--- config.mk ---
export PLATFORM = sky130hd
export DESIGN_NAME = btc_block_bit_embedder_top
export DESIGN_NICKNAME = d
export VERILOG_FILES = /design/src/design/bbe_pkg.sv /design/src/design/btc_block_bit_embedder_top.sv
export SDC_FILE = /design/constraint.sdc
export NUM_CORES = 2
export LEC_CHECK = 0
export BUFFER_PORTS_ARGS = -buffer_cell sky130_fd_sc_hd__buf_2
export CAP_MARGIN = 0
export CORE_MARGIN = 4
export CORE_UTILIZATION = 38
export DETAILED_ROUTE_END_ITERATION = 6
export PLACE_DENSITY_LB_ADDON = 0.08
export SLEW_MARGIN = 20
export SYNTH_ARGS = -nofsm -noshare
export SYNTH_HDL_FRONTEND = slang
export SYNTH_SLANG_ARGS = --single-unit
--- constraint.sdc ---
create_clock -name i_clk -period 9.48 [get_ports i_clk]
set_input_delay 1.896 -clock i_clk [delete_from_list [all_inputs] [get_ports i_clk]]
set_output_delay 1.896 -clock i_clk [all_outputs]
set_load 0.01 [all_outputs]
--- src/design/bbe_pkg.sv ---
`timescale 1ns / 1ps

package bbe_pkg;

    localparam int unsigned BITMAP_W = 16;
    localparam int unsigned LEVEL_W  = 8;
    localparam int unsigned COUNT_W  = 5;
    localparam int unsigned GAIN_W   = 10;
    localparam int unsigned POS_W    = 4;
    localparam int unsigned LANES    = 16;

    localparam logic [31:0]       HASH_MUL_K   = 32'd1103515245;
    localparam logic [31:0]       HASH_MUL_MIX = 32'h7feb352d;
    localparam logic [GAIN_W-1:0] GAIN_RESET   = 10'd90;

    typedef struct packed {
        logic [BITMAP_W-1:0] cover_bitmap;
        logic [LEVEL_W-1:0]  cover_high;
        logic [LEVEL_W-1:0]  cover_low;
        logic [BITMAP_W-1:0] payload_bits;
        logic [COUNT_W-1:0]  payload_count;
    } t_bbe_in;

    typedef struct packed {
        logic [BITMAP_W-1:0] stego_bitmap;
        logic [LEVEL_W-1:0]  stego_high;
        logic [LEVEL_W-1:0]  stego_low;
        logic [LEVEL_W-1:0]  level_spread;
    } t_bbe_out;

    // per-lane constant term k * HASH_MUL_K, modulo 2^32
    function automatic logic [31:0] hash_k_term(input logic [POS_W-1:0] k);
        logic [63:0] prod;
        prod = {60'd0, k} * {32'd0, HASH_MUL_K};
        return prod[31:0];
    endfunction

endpackage

--- src/design/btc_block_bit_embedder_top.sv ---
`timescale 1ns / 1ps

// AMBTC block bit embedder
// requests: drive i_in and pulse start for one cycle; a request is taken at
// any rising edge where start is high and busy is low. busy stays low, so a
// new request may be issued every cycle.
// results: o_result is valid for exactly one cycle while o_done is high.
// a request taken at a rising edge passes through stages r1 to r6 in order,
// and o_done is r6_v. throughput is one request per cycle, set by the six-stage
// pipeline (input capture, 16 parallel hash lanes, bitmap merge, popcount and
// gain times spread, correction product, rounding with clamp and swap).
// the receiver cannot stall; results are never held back.
// configuration: i_cfg_valid / o_cfg_ready write the 10-bit Q2.8 gain;
// o_cfg_ready is always high. write the gain only while no request is in
// flight.
// reset (i_rst_n low, synchronous) clears all stage valids and sets the gain
// to 90; requests in flight are dropped.
module btc_block_bit_embedder_top
    import bbe_pkg::*;
(
    input  logic              i_clk,
    input  logic              i_rst_n,
    input  logic              start,
    output logic              busy,
    input  t_bbe_in           i_in,
    output logic              o_done,
    output t_bbe_out          o_result,
    input  logic              i_cfg_valid,
    output logic              o_cfg_ready,
    input  logic [GAIN_W-1:0] i_cfg_data
);

    function automatic logic [COUNT_W-1:0] ones16(input logic [BITMAP_W-1:0] x);
        logic [COUNT_W-1:0] c;
        c = '0;
        for (int i = 0; i < BITMAP_W; i++) begin
            c = c + {{(COUNT_W-1){1'b0}}, x[i]};
        end
        return c;
    endfunction

    logic [GAIN_W-1:0] r_gain;

    // stage 1: capture
    logic    r1_v;
    t_bbe_in r1_in;

    // stage 2: hash lanes
    logic                r2_v;
    logic [POS_W-1:0]    r2_pos [LANES];
    logic [POS_W-1:0]    n2_pos [LANES];
    logic [LANES-1:0]    r2_act;
    logic [LANES-1:0]    n2_act;
    logic [BITMAP_W-1:0] r2_bm;
    logic [BITMAP_W-1:0] r2_pay;
    logic [LEVEL_W-1:0]  r2_hi;
    logic [LEVEL_W-1:0]  r2_lo;

    // stage 3: merged bitmap
    logic                r3_v;
    logic [BITMAP_W-1:0] r3_st;
    logic [BITMAP_W-1:0] n3_st;
    logic [BITMAP_W-1:0] r3_bm;
    logic [LEVEL_W-1:0]  r3_hi;
    logic [LEVEL_W-1:0]  r3_lo;

    // stage 4: delta ones and gain times spread
    logic                r4_v;
    logic [BITMAP_W-1:0] r4_st;
    logic signed [5:0]   r4_delta;
    logic signed [5:0]   n4_delta;
    logic signed [19:0]  r4_gs;
    logic signed [19:0]  n4_gs;
    logic [LEVEL_W-1:0]  r4_hi;
    logic [LEVEL_W-1:0]  r4_lo;

    // stage 5: correction product
    logic                r5_v;
    logic [BITMAP_W-1:0] r5_st;
    logic signed [23:0]  r5_p;
    logic signed [25:0]  n5_full;
    logic [LEVEL_W-1:0]  r5_hi;
    logic [LEVEL_W-1:0]  r5_lo;

    // stage 6: output
    logic     r6_v;
    t_bbe_out r6_out;
    t_bbe_out n6_out;

    assign busy        = 1'b0;
    assign o_cfg_ready = 1'b1;
    assign o_done      = r6_v;
    assign o_result    = r6_out;

    always_ff @(posedge i_clk) begin
        if (!i_rst_n) begin
            r_gain <= GAIN_RESET;
        end else if (i_cfg_valid && o_cfg_ready) begin
            r_gain <= i_cfg_data;
        end
    end

    always_ff @(posedge i_clk) begin
        if (!i_rst_n) begin
            r1_v <= 1'b0;
            r2_v <= 1'b0;
            r3_v <= 1'b0;
            r4_v <= 1'b0;
            r5_v <= 1'b0;
            r6_v <= 1'b0;
        end else begin
            r1_v <= start && !busy;
            r2_v <= r1_v;
            r3_v <= r2_v;
            r4_v <= r3_v;
            r5_v <= r4_v;
            r6_v <= r5_v;
        end
    end

    // hash lanes
    always_comb begin
        logic [31:0] m0;
        logic [18:0] m1;
        logic [37:0] prod;
        for (int k = 0; k < LANES; k++) begin
            m0 = {16'd0, r1_in.cover_bitmap} ^ {16'd0, r1_in.cover_high, 8'd0}
               ^ {24'd0, r1_in.cover_low} ^ hash_k_term(POS_W'(k));
            m1 = m0[18:0] ^ {3'd0, m0[31:16]};
            prod = {19'd0, m1} * {19'd0, HASH_MUL_MIX[18:0]};
            n2_pos[k] = prod[3:0] ^ prod[18:15];
            n2_act[k] = r1_in.payload_count > COUNT_W'(k);
        end
    end

    // each position takes the last active lane that hits it
    always_comb begin
        for (int n = 0; n < BITMAP_W; n++) begin
            n3_st[n] = r2_bm[n];
            for (int k = 0; k < LANES; k++) begin
                if (r2_act[k] && (r2_pos[k] == POS_W'(n))) begin
                    n3_st[n] = r2_pay[k];
                end
            end
        end
    end

    always_comb begin
        n4_delta = $signed({1'b0, ones16(r3_st)}) - $signed({1'b0, ones16(r3_bm)});
        n4_gs    = 20'($signed({1'b0, r_gain}))
                 * (20'($signed({1'b0, r3_hi})) - 20'($signed({1'b0, r3_lo})));
        n5_full  = 26'(r4_gs) * 26'(r4_delta);
    end

    // round half to even, subtract, clamp, order
    always_comb begin
        logic              neg;
        logic [22:0]       mag;
        logic [10:0]       q;
        logic [11:0]       rem;
        logic              up;
        logic [10:0]       qr;
        logic signed [12:0] corr;
        logic signed [12:0] sh;
        logic signed [12:0] sl;
        logic [LEVEL_W-1:0] ch;
        logic [LEVEL_W-1:0] cl;
        neg  = r5_p[23];
        mag  = neg ? 23'(-r5_p) : r5_p[22:0];
        q    = mag[22:12];
        rem  = mag[11:0];
        up   = (rem > 12'd2048) || ((rem == 12'd2048) && q[0]);
        qr   = q + {10'd0, up};
        corr = neg ? -$signed({2'b00, qr}) : $signed({2'b00, qr});
        sh   = $signed({5'd0, r5_hi}) - corr;
        sl   = $signed({5'd0, r5_lo}) - corr;
        if (sh < 0) begin
            ch = '0;
        end else if (sh > 13'sd255) begin
            ch = '1;
        end else begin
            ch = sh[7:0];
        end
        if (sl < 0) begin
            cl = '0;
        end else if (sl > 13'sd255) begin
            cl = '1;
        end else begin
            cl = sl[7:0];
        end
        n6_out.stego_bitmap = r5_st;
        if (ch < cl) begin
            n6_out.stego_high = cl;
            n6_out.stego_low  = ch;
        end else begin
            n6_out.stego_high = ch;
            n6_out.stego_low  = cl;
        end
        n6_out.level_spread = n6_out.stego_high - n6_out.stego_low;
    end

    always_ff @(posedge i_clk) begin
        r1_in <= i_in;
        for (int k = 0; k < LANES; k++) begin
            r2_pos[k] <= n2_pos[k];
        end
        r2_act   <= n2_act;
        r2_bm    <= r1_in.cover_bitmap;
        r2_pay   <= r1_in.payload_bits;
        r2_hi    <= r1_in.cover_high;
        r2_lo    <= r1_in.cover_low;
        r3_st    <= n3_st;
        r3_bm    <= r2_bm;
        r3_hi    <= r2_hi;
        r3_lo    <= r2_lo;
        r4_st    <= r3_st;
        r4_delta <= n4_delta;
        r4_gs    <= n4_gs;
        r4_hi    <= r3_hi;
        r4_lo    <= r3_lo;
        r5_st    <= r4_st;
        r5_p     <= n5_full[23:0];
        r5_hi    <= r4_hi;
        r5_lo    <= r4_lo;
        r6_out   <= n6_out;
    end

`ifndef SYNTHESIS
    a_latency: assert property (@(posedge i_clk) disable iff (!i_rst_n)
        start && !busy |-> ##6 o_done)
        else $error("request did not complete after six cycles");

    a_no_orphan: assert property (@(posedge i_clk) disable iff (!i_rst_n)
        o_done |-> $past(start, 6))
        else $error("result without a request");

    a_order: assert property (@(posedge i_clk) disable iff (!i_rst_n)
        o_done |-> o_result.stego_high >= o_result.stego_low)
        else $error("levels not ordered");

    a_spread: assert property (@(posedge i_clk) disable iff (!i_rst_n)
        o_done |-> o_result.level_spread == o_result.stego_high - o_result.stego_low)
        else $error("spread mismatch");

    a_no_payload: assert property (@(posedge i_clk) disable iff (!i_rst_n)
        start && !busy && i_in.payload_count == '0 |-> ##6
        o_result.stego_bitmap == $past(i_in.cover_bitmap, 6))
        else $error("bitmap changed with empty payload");
`endif

endmodule
==> flow_metrics.tcl <==
set metrics [dict create \
    cts_buffers 47 \
    place.gp.congestion 0.928 \
    via_per_inst 4.89 \
    route.detailed.drc 0 \
    ys_warn_count 0 \
    clk_latency_ns 0.64 \
    syn_avg_cell_area_um2 9.70 \
    synthesis.area_um2 56000 \
    grt_pass1_vias 40484 \
    tightest_slew_ns 1.15 \
    htree_levels 2 \
    grt_usage_pct 23.5 \
    hold_viol 0 \
    vias 38396 \
    die_area_um2 154000 \
    die_h_um 392 \
    grt_first_pass_wirelength_mm 265 \
    die_w_um 392 \
    final_antenna_net_count 0 \
    max_stage_delay_ns 0.55 \
    grt_remaining_overflow 0 \
    grt.busiest_layer "met2" \
    cts_tree "done" \
    use_met3_pct 2.82 \
    drtPass1Iterations 5 \
    slew_viol_final 0 \
    fmax_ghz 0.114 \
    cts_root_buf "clkbuf_16" \
    clockBufferDepth 3 \
    ys_seq_area_share_pct 14.3 \
    cp_slowest_cell "or3_1" \
    cp.required_ns 9.98 \
    finalCriticalPeriod_ns 8.75 \
    cts.clk_slew.worst_paths_ns 0.07 \
    cts_sinks 399 \
    initial_core_util_pct 38.4 \
    hold_slack_ns 0.321 \
    timing.setup.tns_ns 0 \
    hold_buffers 0 \
    ioPinCount 110 \
    drt_iter0_drc 2117 \
    post_cts_buffers 0 \
    fp-row-count 140 \
    relSlewSlack_pct 22.7 \
    synth_edf_count 0 \
    use_met1_pct 32.2 \
    areaGrowthSynthToFinish_pct 8.48 \
    path_class "reg -> reg" \
    synth_cells 5775 \
    drive_above_1_share_pct 5.65 \
    rsz0062_at_grt "no" \
    arrival_ns 9.25 \
    maxCapViolCount 0 \
    endpoint_kind "register" \
    start_kind "register" \
    crit_fanout 16 \
    crit_family "compound AO/OA/AOI/OAI gates" \
    syn_nets 7565 \
    antenna_found_initial 10 \
    status "complete, no violations" \
    use_met2_pct 39.7 \
    skew_ns 0.0284 \
    synthFlopType "dfxtp_1" \
    dp_hpwl_mm 153 \
    critical_path_buf_inv_count 3 \
    fin_crit_sh_pct 92.3 \
    yosysUniqueCellTypes 111 \
    grt_max_degree 26 \
    hold_class "reg -> reg" \
    ys_ff_latch 399 \
    core-area_um2 146000 \
    post-route-util_pct 41.6 \
    cpMostUsedCell "ha_1" \
    wire_per_inst_um 22.6 \
    cts_resized 0 \
    portBuffers 107 \
    nets 7678 \
    wirelength_mm 178 \
    setup_violations 0 \
    async_reset_ff_share_pct 0 \
]
[path summary, 6_finish.rpt]
kind                 start     endpoint  slack (ns)  depth (start not counted)
setup / recovery   r5_p[2]  o_result[6]        0.73                         36
hold / removal    r2_hi[2]     r3_hi[2]        0.32                          0
setup reg to reg   r5_p[2]  o_result[6]        0.73                         36
hold reg to reg   r2_hi[2]     r3_hi[2]        0.32                          0
[synth_stat cells (all sizes together), types with 69 or more instances]
cell type / number / area [µm²]
xor2: 86 / 761
dfxtp: 399 / 7990
xnor2: 325 / 2850
nand2b: 112 / 701
a21oi: 145 / 729
fa: 892 / 17900
nand2: 267 / 1000
clkbuf: 82 / 308
ha: 831 / 10400
inv: 1422 / 5340
o21ai: 114 / 578
nor2: 190 / 716
nor2b: 74 / 463
and2: 87 / 547
nand3: 69 / 345
nor3: 74 / 397
[state kept, by name, summed over array words and instances, names as in the netlist, 10 cells and up]
signal / flops
r4_st: 16
r5_st: 16
r2_pay: 16
r4_gs: 20
r1_in: 53
o_result: 40
r5_p: 24
r2_act: 16
r3_st: 16
r2_pos: 64
r3_bm: 16
r_gain: 10
r2_bm: 16
[placed cells by master (no fill, tap or decap), types with 69 or more instances in the layout]
master | Yosys | routed
dfxtp_1 | 399 | 399
buf_2 | 6 | 107
nand3_1 | 69 | 69
nor2_1 | 189 | 189
and2_1 | 85 | 85
fa_1 | 892 | 892
inv_1 | 1422 | 1422
ha_1 | 831 | 830
o21ai_0 | 110 | 110
nand2_1 | 266 | 266
a21oi_1 | 144 | 144
nand2b_1 | 112 | 112
xor2_1 | 85 | 77
nor2b_1 | 74 | 74
nor3_1 | 70 | 70
xnor2_1 | 324 | 323
[cells by family after synthesis]
kind of cell | Yosys count | share of synthesized area [%]
other | 2 | 0.0134
flip-flops | 399 | 14.3
AND/OR/NAND/NOR | 1040 | 9.77
AO/OA/AOI/OAI | 605 | 7.42
XOR/XNOR | 413 | 6.53
adder cells (fa/ha/maj) | 1728 | 50.5
buffers and inverters | 1520 | 10.2
multiplexers | 68 | 1.25
[per-layer routing]
layer	up-vias	part of all wire, %
met2	757	48
met5	-	0.0045
met1	19219	45
li1	18242	-
met4	2	2.8
met3	176	4.5
[final cells by class]
class,instances,area [µm²]
diodes,8,20.0
clock buffers,61,1320
clock inverters,26,364
fillers,14602,85300
inverters,1422,5340
multi-input cells,3856,42400
flip-flops and latches,399,7990
well taps,1917,2400
repair buffers,162,948
[through the flow]
stage	instances	area, µm²	setup WS [ns]
after global routing	7844	60800	0.0690
final	7851	60800	0.730
after floorplan	5775	56000	1.93
after CTS	7843	60800	0.759
after global placement	7756	59100	0.803
after detailed placement	7756	59100	0.811
Power is left out: the tool's default activity adds up to more than one toggle a clock period on the data nets, which glitch-free logic cannot reach.
